File: src/hdl/rhcb_pkg.sv
// Package for the rolling hash chunk boundary block.
// Constants, register indexes, controller state and command types. No dependencies.
package rhcb_pkg;

    localparam int MaxWindow   = 64;
    localparam int MinWindow   = 4;
    localparam int SlotW       = $clog2(MaxWindow);
    localparam int CntW        = $clog2(MaxWindow + 1);
    localparam int HashW       = 31;
    localparam int WinCfgW     = 7;
    localparam int CfgIdxW     = 2;
    localparam int CfgDataW    = 31;
    localparam logic [HashW-1:0] KrPrime = 31'd1999999973;
    localparam logic [HashW-1:0] KrBase  = 31'd256;
    localparam logic [HashW-1:0] WeightReset = 31'd1593593066;

    localparam logic [CfgIdxW-1:0] REG_WINDOW_SIZE = 2'd0;
    localparam logic [CfgIdxW-1:0] REG_MODULUS     = 2'd1;
    localparam logic [CfgIdxW-1:0] REG_ALLOW_ALL   = 2'd2;

    typedef enum logic [2:0] {
        ST_IDLE,
        ST_WMUL,
        ST_WRED,
        ST_MUL,
        ST_RED,
        ST_FOLD,
        ST_DIV,
        ST_OUT
    } rhcb_state_t;

    // controller to datapath
    typedef struct packed {
        logic load;       // latch byte, read oldest slot
        logic mul_start;  // start a modular multiply
        logic mul_sel_w;  // 1 = weight recompute multiply
        logic fold;       // take hash minus leaving byte
        logic fold_step;  // shift one bit of the new byte in
        logic div_start;  // start modulus check
        logic wt_step;    // take weight multiply result
        logic wt_init;    // begin weight recompute
        logic out_load;   // present result
    } rhcb_cmd_t;

    // datapath to controller
    typedef struct packed {
        logic mul_done;
        logic fold_last;
        logic div_done;
        logic wt_more;
    } rhcb_sts_t;

endpackage

File: src/hdl/rhcb_modmul.sv
// Modular multiplier a*b mod prime, one bit of b per cycle (shift and add).
// Depends on rhcb_pkg.
module rhcb_modmul (
    input  logic                      aclk,
    input  logic                      aresetn,
    input  logic                      start,
    input  logic [rhcb_pkg::HashW-1:0] a,
    input  logic [rhcb_pkg::HashW-1:0] b,
    output logic                      done,
    output logic [rhcb_pkg::HashW-1:0] product
);
    import rhcb_pkg::*;

    logic [HashW-1:0] acc_reg, acc_next;
    logic [HashW-1:0] b_reg, b_next;
    logic [HashW-1:0] a_reg;
    logic [4:0]       cnt_reg, cnt_next;
    logic             busy_reg, busy_next;
    logic [HashW:0]   dbl, dbl_r, sum;
    logic [HashW-1:0] acc2;

    // acc = 2*acc (+ a) mod prime, msb of b first
    always_comb begin
        dbl   = {acc_reg, 1'b0};
        dbl_r = (dbl >= {1'b0, KrPrime}) ? dbl - {1'b0, KrPrime} : dbl;
        sum   = dbl_r + (b_reg[HashW-1] ? {1'b0, a_reg} : '0);
        acc2  = (sum >= {1'b0, KrPrime}) ? HashW'(sum - {1'b0, KrPrime}) : sum[HashW-1:0];
        acc_next  = acc_reg;
        b_next    = b_reg;
        cnt_next  = cnt_reg;
        busy_next = busy_reg;
        if (start) begin
            acc_next  = '0;
            b_next    = b;
            cnt_next  = 5'(HashW - 1);
            busy_next = 1'b1;
        end else if (busy_reg) begin
            acc_next = acc2;
            b_next   = {b_reg[HashW-2:0], 1'b0};
            cnt_next = cnt_reg - 5'd1;
            if (cnt_reg == 5'd0) busy_next = 1'b0;
        end
    end

    always_ff @(posedge aclk) begin
        if (!aresetn) begin
            busy_reg <= 1'b0;
        end else begin
            busy_reg <= busy_next;
        end
        acc_reg <= acc_next;
        b_reg   <= b_next;
        cnt_reg <= cnt_next;
        if (start) a_reg <= a;
    end

    assign done    = busy_reg && (cnt_reg == 5'd0);
    assign product = acc2;
endmodule

File: src/hdl/rhcb_moddiv.sv
// Divisibility check: restoring remainder of hash by modulus, one bit per cycle.
// Depends on rhcb_pkg.
module rhcb_moddiv (
    input  logic                      aclk,
    input  logic                      aresetn,
    input  logic                      start,
    input  logic [rhcb_pkg::HashW-1:0] dividend,
    input  logic [rhcb_pkg::HashW-1:0] divisor,
    output logic                      done,
    output logic                      is_zero
);
    import rhcb_pkg::*;

    logic [HashW:0]   rem_reg, rem_next;
    logic [HashW-1:0] num_reg, num_next;
    logic [HashW-1:0] dvs_reg;
    logic [4:0]       cnt_reg, cnt_next;
    logic             busy_reg, busy_next;
    logic             fin_reg, fin_next;
    logic             zero_reg, zero_next;
    logic [HashW:0]   sh, rem2;

    always_comb begin
        sh   = {rem_reg[HashW-1:0], num_reg[HashW-1]};
        rem2 = (sh >= {1'b0, dvs_reg}) ? sh - {1'b0, dvs_reg} : sh;
        rem_next  = rem_reg;
        num_next  = num_reg;
        cnt_next  = cnt_reg;
        busy_next = busy_reg;
        fin_next  = fin_reg;
        zero_next = zero_reg;
        if (start) begin
            rem_next  = '0;
            num_next  = dividend;
            cnt_next  = 5'(HashW - 1);
            busy_next = 1'b1;
            fin_next  = 1'b0;
        end else if (busy_reg) begin
            rem_next = rem2;
            num_next = {num_reg[HashW-2:0], 1'b0};
            cnt_next = cnt_reg - 5'd1;
            if (cnt_reg == 5'd0) begin
                busy_next = 1'b0;
                fin_next  = 1'b1;
                zero_next = (rem2 == '0);
            end
        end
    end

    always_ff @(posedge aclk) begin
        if (!aresetn) begin
            busy_reg <= 1'b0;
            fin_reg  <= 1'b0;
        end else begin
            busy_reg <= busy_next;
            fin_reg  <= fin_next;
        end
        rem_reg  <= rem_next;
        num_reg  <= num_next;
        cnt_reg  <= cnt_next;
        zero_reg <= zero_next;
        if (start) dvs_reg <= divisor;
    end

    // divisor zero: remainder is the hash itself; result held until next start
    assign done    = fin_reg;
    assign is_zero = zero_reg;
endmodule

File: src/hdl/rhcb_datapath.sv
// Datapath: window memory, hash, weight, multiplier and divisibility check.
// Depends on rhcb_pkg, rhcb_modmul, rhcb_moddiv.
module rhcb_datapath (
    input  logic                         aclk,
    input  logic                         aresetn,
    input  rhcb_pkg::rhcb_cmd_t          cmd,
    output rhcb_pkg::rhcb_sts_t          sts,
    input  logic [7:0]                   s_data_byte,
    input  logic                         cfg_wr_en,
    input  logic [rhcb_pkg::CfgIdxW-1:0] cfg_wr_index,
    input  logic [rhcb_pkg::CfgDataW-1:0] cfg_wr_data,
    output logic [rhcb_pkg::HashW-1:0]   m_window_hash,
    output logic                         m_boundary,
    output logic                         m_invalid_symbol
);
    import rhcb_pkg::*;

    logic [7:0]       win_mem [MaxWindow];
    logic [MaxWindow-1:0] vld_reg;
    logic [7:0]       old_reg;
    logic [7:0]       byte_reg;
    logic [SlotW-1:0] slot_reg;
    logic [SlotW-1:0] cur_slot;
    logic [CntW-1:0]  size_reg;
    logic [HashW-1:0] hash_reg, weight_reg, wacc_reg, modulus_reg;
    logic             allow_reg;
    logic [CntW-1:0]  wcnt_reg;
    logic [HashW-1:0] mul_a, mul_b, prod;
    logic             mul_done, div_done, div_zero;
    logic [HashW:0]   h1;
    logic [HashW-1:0] h1r;
    logic [2:0]       fcnt_reg;
    logic             fbit;
    logic [HashW:0]   fsum;
    logic [HashW-1:0] fred;
    logic [CntW-1:0]  eff;
    logic [WinCfgW-1:0] wsz;

    // clamp of written window size
    always_comb begin
        wsz = cfg_wr_data[WinCfgW-1:0];
        if (wsz < WinCfgW'(MinWindow))      eff = CntW'(MinWindow);
        else if (wsz > WinCfgW'(MaxWindow)) eff = CntW'(MaxWindow);
        else                                eff = CntW'(wsz);
    end

    assign cur_slot = (CntW'(slot_reg) >= size_reg) ? '0 : slot_reg;

    assign mul_a = cmd.mul_sel_w ? wacc_reg : weight_reg;
    assign mul_b = cmd.mul_sel_w ? KrBase : {23'd0, old_reg};

    rhcb_modmul u_mul (
        .aclk(aclk), .aresetn(aresetn), .start(cmd.mul_start),
        .a(mul_a), .b(mul_b), .done(mul_done), .product(prod)
    );

    // hash - old*weight, reduced
    always_comb begin
        h1  = {1'b0, hash_reg} + {1'b0, KrPrime} - {1'b0, prod};
        h1r = (h1 >= {1'b0, KrPrime}) ? HashW'(h1 - {1'b0, KrPrime}) : h1[HashW-1:0];
    end

    // new byte shifted in msb first: h = 2h + bit mod prime, eight steps
    always_comb begin
        fbit = byte_reg[3'd7 - fcnt_reg];
        fsum = {hash_reg, 1'b0} + {{HashW{1'b0}}, fbit};
        fred = (fsum >= {1'b0, KrPrime}) ? HashW'(fsum - {1'b0, KrPrime}) : fsum[HashW-1:0];
    end

    rhcb_moddiv u_div (
        .aclk(aclk), .aresetn(aresetn), .start(cmd.div_start),
        .dividend(hash_reg), .divisor(modulus_reg),
        .done(div_done), .is_zero(div_zero)
    );

    always_ff @(posedge aclk) begin
        if (!aresetn) begin
            vld_reg     <= '0;
            slot_reg    <= '0;
            hash_reg    <= '0;
            size_reg    <= CntW'(10);
            weight_reg  <= WeightReset;
            modulus_reg <= 31'd100;
            allow_reg   <= 1'b0;
            wcnt_reg    <= '0;
        end else begin
            if (cfg_wr_en) begin
                case (cfg_wr_index)
                    REG_WINDOW_SIZE: begin
                        size_reg <= eff;
                        wcnt_reg <= eff - CntW'(1);
                        if (CntW'(slot_reg) >= eff) slot_reg <= '0;
                    end
                    REG_MODULUS:   modulus_reg <= cfg_wr_data;
                    REG_ALLOW_ALL: allow_reg <= cfg_wr_data[0];
                    default: ;
                endcase
            end
            if (cmd.wt_init) wacc_reg <= 31'd1;
            if (cmd.wt_step) begin
                wacc_reg <= prod;
                wcnt_reg <= wcnt_reg - CntW'(1);
                if (wcnt_reg == CntW'(1)) weight_reg <= prod;
            end
            if (cmd.wt_init && wcnt_reg == '0) weight_reg <= 31'd1;
            if (cmd.load) begin
                byte_reg <= s_data_byte;
                old_reg  <= vld_reg[cur_slot] ? win_mem[cur_slot] : 8'd0;
                vld_reg[cur_slot] <= 1'b1;
                slot_reg <= (CntW'(cur_slot) + CntW'(1) >= size_reg) ? '0 : cur_slot + 1'b1;
            end
            if (cmd.fold) begin
                hash_reg <= h1r;
                fcnt_reg <= '0;
            end
            if (cmd.fold_step) begin
                hash_reg <= fred;
                fcnt_reg <= fcnt_reg + 3'd1;
            end
            if (cmd.out_load) begin
                m_window_hash    <= hash_reg;
                m_boundary       <= (modulus_reg == '0) ? (hash_reg == '0) : div_zero;
                m_invalid_symbol <= !allow_reg && (byte_reg <= 8'd2);
            end
        end
    end

    // window store write
    always_ff @(posedge aclk) begin
        if (cmd.load) win_mem[cur_slot] <= s_data_byte;
    end

    assign sts.mul_done  = mul_done;
    assign sts.fold_last = (fcnt_reg == 3'd7);
    assign sts.div_done  = div_done;
    assign sts.wt_more   = (wcnt_reg != '0);
endmodule

File: src/hdl/rhcb_ctrl.sv
// Controller state machine: sequences weight recompute, hash update, check, output.
// Depends on rhcb_pkg.
module rhcb_ctrl (
    input  logic                  aclk,
    input  logic                  aresetn,
    input  logic                  s_valid,
    output logic                  s_ready,
    output logic                  m_valid,
    input  logic                  m_ready,
    input  logic                  wt_req,
    output rhcb_pkg::rhcb_cmd_t   cmd,
    input  rhcb_pkg::rhcb_sts_t   sts
);
    import rhcb_pkg::*;

    rhcb_state_t state_reg, state_next;
    logic        mv_reg, mv_next;

    always_ff @(posedge aclk) begin
        if (!aresetn) begin
            state_reg <= ST_IDLE;
            mv_reg    <= 1'b0;
        end else begin
            state_reg <= state_next;
            mv_reg    <= mv_next;
        end
    end

    always_comb begin
        state_next = state_reg;
        cmd        = '0;
        mv_next    = mv_reg && !m_ready;
        s_ready    = 1'b0;
        case (state_reg)
            ST_IDLE: begin
                if (wt_req) begin
                    cmd.wt_init = 1'b1;
                    state_next  = ST_WMUL;
                end else begin
                    s_ready = 1'b1;
                    if (s_valid) begin
                        cmd.load   = 1'b1;
                        state_next = ST_MUL;
                    end
                end
            end
            ST_WMUL: begin
                if (sts.wt_more) begin
                    cmd.mul_start = 1'b1;
                    cmd.mul_sel_w = 1'b1;
                    state_next    = ST_WRED;
                end else begin
                    state_next = ST_IDLE;
                end
            end
            ST_WRED: begin
                cmd.mul_sel_w = 1'b1;
                if (sts.mul_done) begin
                    cmd.wt_step = 1'b1;
                    state_next  = ST_WMUL;
                end
            end
            ST_MUL: begin
                cmd.mul_start = 1'b1;
                state_next    = ST_RED;
            end
            ST_RED: begin
                if (sts.mul_done) begin
                    cmd.fold   = 1'b1;
                    state_next = ST_FOLD;
                end
            end
            ST_FOLD: begin
                cmd.fold_step = 1'b1;
                if (sts.fold_last) state_next = ST_DIV;
            end
            ST_DIV: begin
                cmd.div_start = 1'b1;
                state_next    = ST_OUT;
            end
            ST_OUT: begin
                if (sts.div_done && (!mv_reg || m_ready)) begin
                    cmd.out_load = 1'b1;
                    mv_next      = 1'b1;
                    state_next   = ST_IDLE;
                end
            end
            default: state_next = ST_IDLE;
        endcase
    end

    assign m_valid = mv_reg;
endmodule

File: src/hdl/rolling_hash_chunk_boundary.sv
// Top level of the rolling hash chunk boundary block.
// Depends on rhcb_pkg, rhcb_ctrl, rhcb_datapath.
//
// One byte per input beat (s_valid/s_ready, s_data_byte); one result beat per
// byte (m_valid/m_ready: m_window_hash, m_boundary, m_invalid_symbol).
// The hash keeps a Karp-Rabin sum of the last window_size bytes mod 1999999973.
// Before m_valid rises, each input beat runs a 31-step shift-and-add modular
// multiply for the leaving byte, an 8-step shift of the new byte into the hash,
// then a 31-step restoring remainder for the boundary check against the
// modulus. Bytes are handled one at a time. Writing window_size recomputes
// 256^(w-1) by w-1 serial multiplies before the next byte is taken.
// The result register frees the datapath: a new byte is accepted while the
// previous result still waits; a byte finishing while the receiver stalls
// holds in the output step until the register frees.
// Reset (aresetn low, synchronous) clears the window, hash and registers
// to their defaults: window 10, modulus 100, bytes 0..2 flagged.
module rolling_hash_chunk_boundary (
    input  logic                          aclk,
    input  logic                          aresetn,
    input  logic                          s_valid,
    output logic                          s_ready,
    input  logic [7:0]                    s_data_byte,
    output logic                          m_valid,
    input  logic                          m_ready,
    output logic [rhcb_pkg::HashW-1:0]    m_window_hash,
    output logic                          m_boundary,
    output logic                          m_invalid_symbol,
    input  logic                          cfg_wr_en,
    input  logic [rhcb_pkg::CfgIdxW-1:0]  cfg_wr_index,
    input  logic [rhcb_pkg::CfgDataW-1:0] cfg_wr_data
);
    import rhcb_pkg::*;

    rhcb_cmd_t cmd;
    rhcb_sts_t sts;
    logic      wt_req_reg;

    // pending weight recompute after a window size write
    always_ff @(posedge aclk) begin
        if (!aresetn) begin
            wt_req_reg <= 1'b0;
        end else if (cfg_wr_en && cfg_wr_index == REG_WINDOW_SIZE) begin
            wt_req_reg <= 1'b1;
        end else if (cmd.wt_init) begin
            wt_req_reg <= 1'b0;
        end
    end

    rhcb_ctrl u_ctrl (
        .aclk(aclk), .aresetn(aresetn),
        .s_valid(s_valid), .s_ready(s_ready),
        .m_valid(m_valid), .m_ready(m_ready),
        .wt_req(wt_req_reg), .cmd(cmd), .sts(sts)
    );

    rhcb_datapath u_dp (
        .aclk(aclk), .aresetn(aresetn), .cmd(cmd), .sts(sts),
        .s_data_byte(s_data_byte),
        .cfg_wr_en(cfg_wr_en), .cfg_wr_index(cfg_wr_index), .cfg_wr_data(cfg_wr_data),
        .m_window_hash(m_window_hash), .m_boundary(m_boundary),
        .m_invalid_symbol(m_invalid_symbol)
    );
endmodule

File: config.mk
export PLATFORM = sky130hd
export DESIGN_NAME = rolling_hash_chunk_boundary
export DESIGN_NICKNAME = d
export VERILOG_FILES = /design/src/hdl/rhcb_pkg.sv /design/src/hdl/rhcb_modmul.sv /design/src/hdl/rhcb_moddiv.sv /design/src/hdl/rhcb_datapath.sv /design/src/hdl/rhcb_ctrl.sv /design/src/hdl/rolling_hash_chunk_boundary.sv
export SDC_FILE = /design/constraint.sdc
export NUM_CORES = 2
export LEC_CHECK = 0
export ABC_AREA = 1
export BUFFER_PORTS_ARGS = -buffer_cell sky130_fd_sc_hd__buf_2
export CAP_MARGIN = 15
export CORE_MARGIN = 2
export CORE_UTILIZATION = 65
export CTS_CLUSTER_DIAMETER = 50
export DETAILED_ROUTE_END_ITERATION = 8
export MAX_ROUTING_LAYER = met4
export PLACE_DENSITY = 0.91
export SYNTH_ARGS = -nofsm -noshare
export SYNTH_HDL_FRONTEND = slang
export SYNTH_SLANG_ARGS = --single-unit
File: constraint.sdc
create_clock -name aclk -period 21.2 [get_ports aclk]
set_input_delay 3.18 -clock aclk [delete_from_list [all_inputs] [get_ports aclk]]
set_output_delay 3.18 -clock aclk [all_outputs]
set_load 0.03 [all_outputs]
==> results.ini <==
[worst_setup_path]
ff2ff_path_depth = 50
cp-start-kind = flop
cp.required_ns = 21.81
cp-end-kind = flop
critical-path-max-stage-delay_ns = 0.65
critPathMaxFanout = 49
crit-reg2reg-launch = u_dp.u_mul.acc_reg[1]
critPathLaunch = u_dp.u_mul.acc_reg[1]
crit_path_frequent_cell = nand2_1
critPathKind = flop to flop
cp_slowest_cell = nand2_1
crit_arrival_ns = 10.50

[floorplan]
io_pins = 81
initial_core_util_pct = 65.5
die_h_um = 283
core_mm2 = 0.0773
rows = 102
die_w_um = 283
die_area_mm2 = 0.0801

[drt]
wl_um = 150000
ant_nets = 0
route.detailed.drc = 0
post_drt_wl_per_cell_um = 20.6
first_iter_violations = 6103
viasPerCell = 6.08
firstDrtPassIters = 7
num_vias = 44165

[timing]
fin_crit_sh_pct = 46.6
hold_violations = 0
fin_crit_ns = 9.89
drv_slew = 0
slew_headroom_pct = 20.1
skew_ns = 0.0430
worst_pin_slew_ns = 1.19
setup_viol_count_final = 0
rsz0062_at_grt = false
setup_tns_ns = 0
max_freq_mhz = 101

[min_path]
hold_path_depth = 0
hold_start = u_dp.modulus_reg[19]
hp-class = flop to flop

[place]
gp_routability_congestion = 1.03
dp_hpwl_um = 98700
port_buffers = 80

[cts]
clkLatencyLatePin_ns = 0.71
clock_path_buffers = 3
cts_buffers = 104
cts.clk_slew.worst_paths_ns = 0.06
cts_resized = 0
clock-sinks = 978
h-tree-depth = 3
cts_tree = done
root_buffer = clkbuf_16
hold_buffers = 0
postCtsSetupBuffers = 0

[synth]
ys_seq_area_share_pct = 52.9
synth_warnings = 0
ys_top_cells_by_count = nand2_1, nor2_1, inv_1
synth_top_cell_area_share_pct = 42.7
synth.most_common_cell = nand2_1
synth_edf_count = 720
synth_area_mm2 = 0.0506
synthTopCellsByArea = edfxtp_1, nand2_1, dfxtp_1, nor2_1, inv_1
ys_types = 62
netlist_instances = 6082
synthArstFlopShare_pct = 0
synth_fp_nets = 6287
ys_ff_latch = 978
synth_top_area_cell = edfxtp_1
syn_avg_cell_area_um2 = 8.32
ys.flop_type = edfxtp_1

[layout]
seq_area_mm2 = 0.0268
layout-drive-gt1-share_pct = 6.75
antennaDiodeCount = 0
fill_cells = 5520
largest_reg_flops = 512
multiInputGateArea_mm2 = 0.0203
syn2layout_area_growth_pct = 9.70
nets = 6340

[global_route]
grt_max_degree = 85
grt_antenna_before_repair = 2
gr-usage-all-layers_pct = 37.5
grt_pass1_wl_um = 230000
grt_pass1_vias = 41894
grt_overflow = 0

[status]
status = finished, final reports clean

[run]
cap_violations = 0

-- critical path, delay by kind of cell (launching register included) --
kind,cells,cell delay (ns)
adder cells (fa/ha/maj),3,1.01
AO/OA/AOI/OAI,5,0.89
buffers and inverters,8,1.57
XOR/XNOR,1,0.15
flip-flops,1,0.39
AND/OR/NAND/NOR,33,5.74
-- cells in the final DEF (no fill, tap or decap), types with 12 or more instances in the layout --
master and count:
buf_2 79, clkinv_2 14, clkbuf_16 105, inv_1 720, o21ai_1 32, ha_1 156, nor2_1 767, dfxtp_1 258
clkinv_1 12, a21oi_1 247, mux2_2 19, inv_2 32, a22o_1 30, nand3_1 371, buf_4 46, nor2_2 15
nand4_1 67, o21ai_0 414, o22ai_1 16, nand3b_1 32, nor3_1 44, a211oi_1 13, nand2_1 1677, xnor2_1 24
clkbuf_1 26, xor2_1 64, nand2_2 28, edfxtp_1 720, nor4_1 23
-- final timing paths --
| kind | to | slack [ns] |
|---|---|---|
| max | u_dp.hash_reg[10] | 11.31 |
| min reg2reg | u_dp.u_div.dvs_reg[19] | 0.43 |
| max reg2reg | u_dp.hash_reg[10] | 11.31 |
| min | u_dp.u_div.dvs_reg[19] | 0.43 |
-- through the flow --
stage	setup slack, ns	utilization (%)	hold WS [ns]	std cells	cell area [um^2]
2_1_floorplan	14.51	-	0.406	6082	50600
3_3_place_gp	11.44	67.2	0.413	7068	51900
3_5_place_dp	11.35	67.2	0.416	7068	51900
4_1_cts	11.25	71.8	0.430	7265	55500
5_1_grt	10.57	71.8	0.438	7266	55500
6_report	11.31	71.8	0.429	7266	55500
-- area by class of cell --
class / instances / area share, %
clock buffers: 141 / 5.15
repair buffers: 126 / 1.37
clock inverters: 56 / 1.31
multi-input cells: 4169 / 36.5
flip-flops and latches: 978 / 48.2
well taps: 1040 / 2.34
inverters: 756 / 5.11
-- metal layers --
metal / GRT usage (%) / routed length (um) / up-vias
li1: - / - / 20129
met1: 47.4 / 56400 / 20275
met2: 58.7 / 69100 / 3093
met3: 6.01 / 15900 / 668
met4: 19.3 / 8360 / 0
met5: - / 0 / -
-- cells by family (layout without fill, tap and decap cells) --
group	count (synthesis)	in the layout	share of synthesized area, %
flip-flops	978	978	52.9
AO/OA/AOI/OAI	837	837	9.04
adder cells (fa/ha/maj)	159	159	3.97
buffers and inverters	935	1079	7.20
AND/OR/NAND/NOR	3066	3066	24.9
XOR/XNOR	88	88	1.52
multiplexers	19	19	0.423
Power is not shown: default switching activity piles up to over one toggle a cycle in this logic, so the estimate is an artifact.
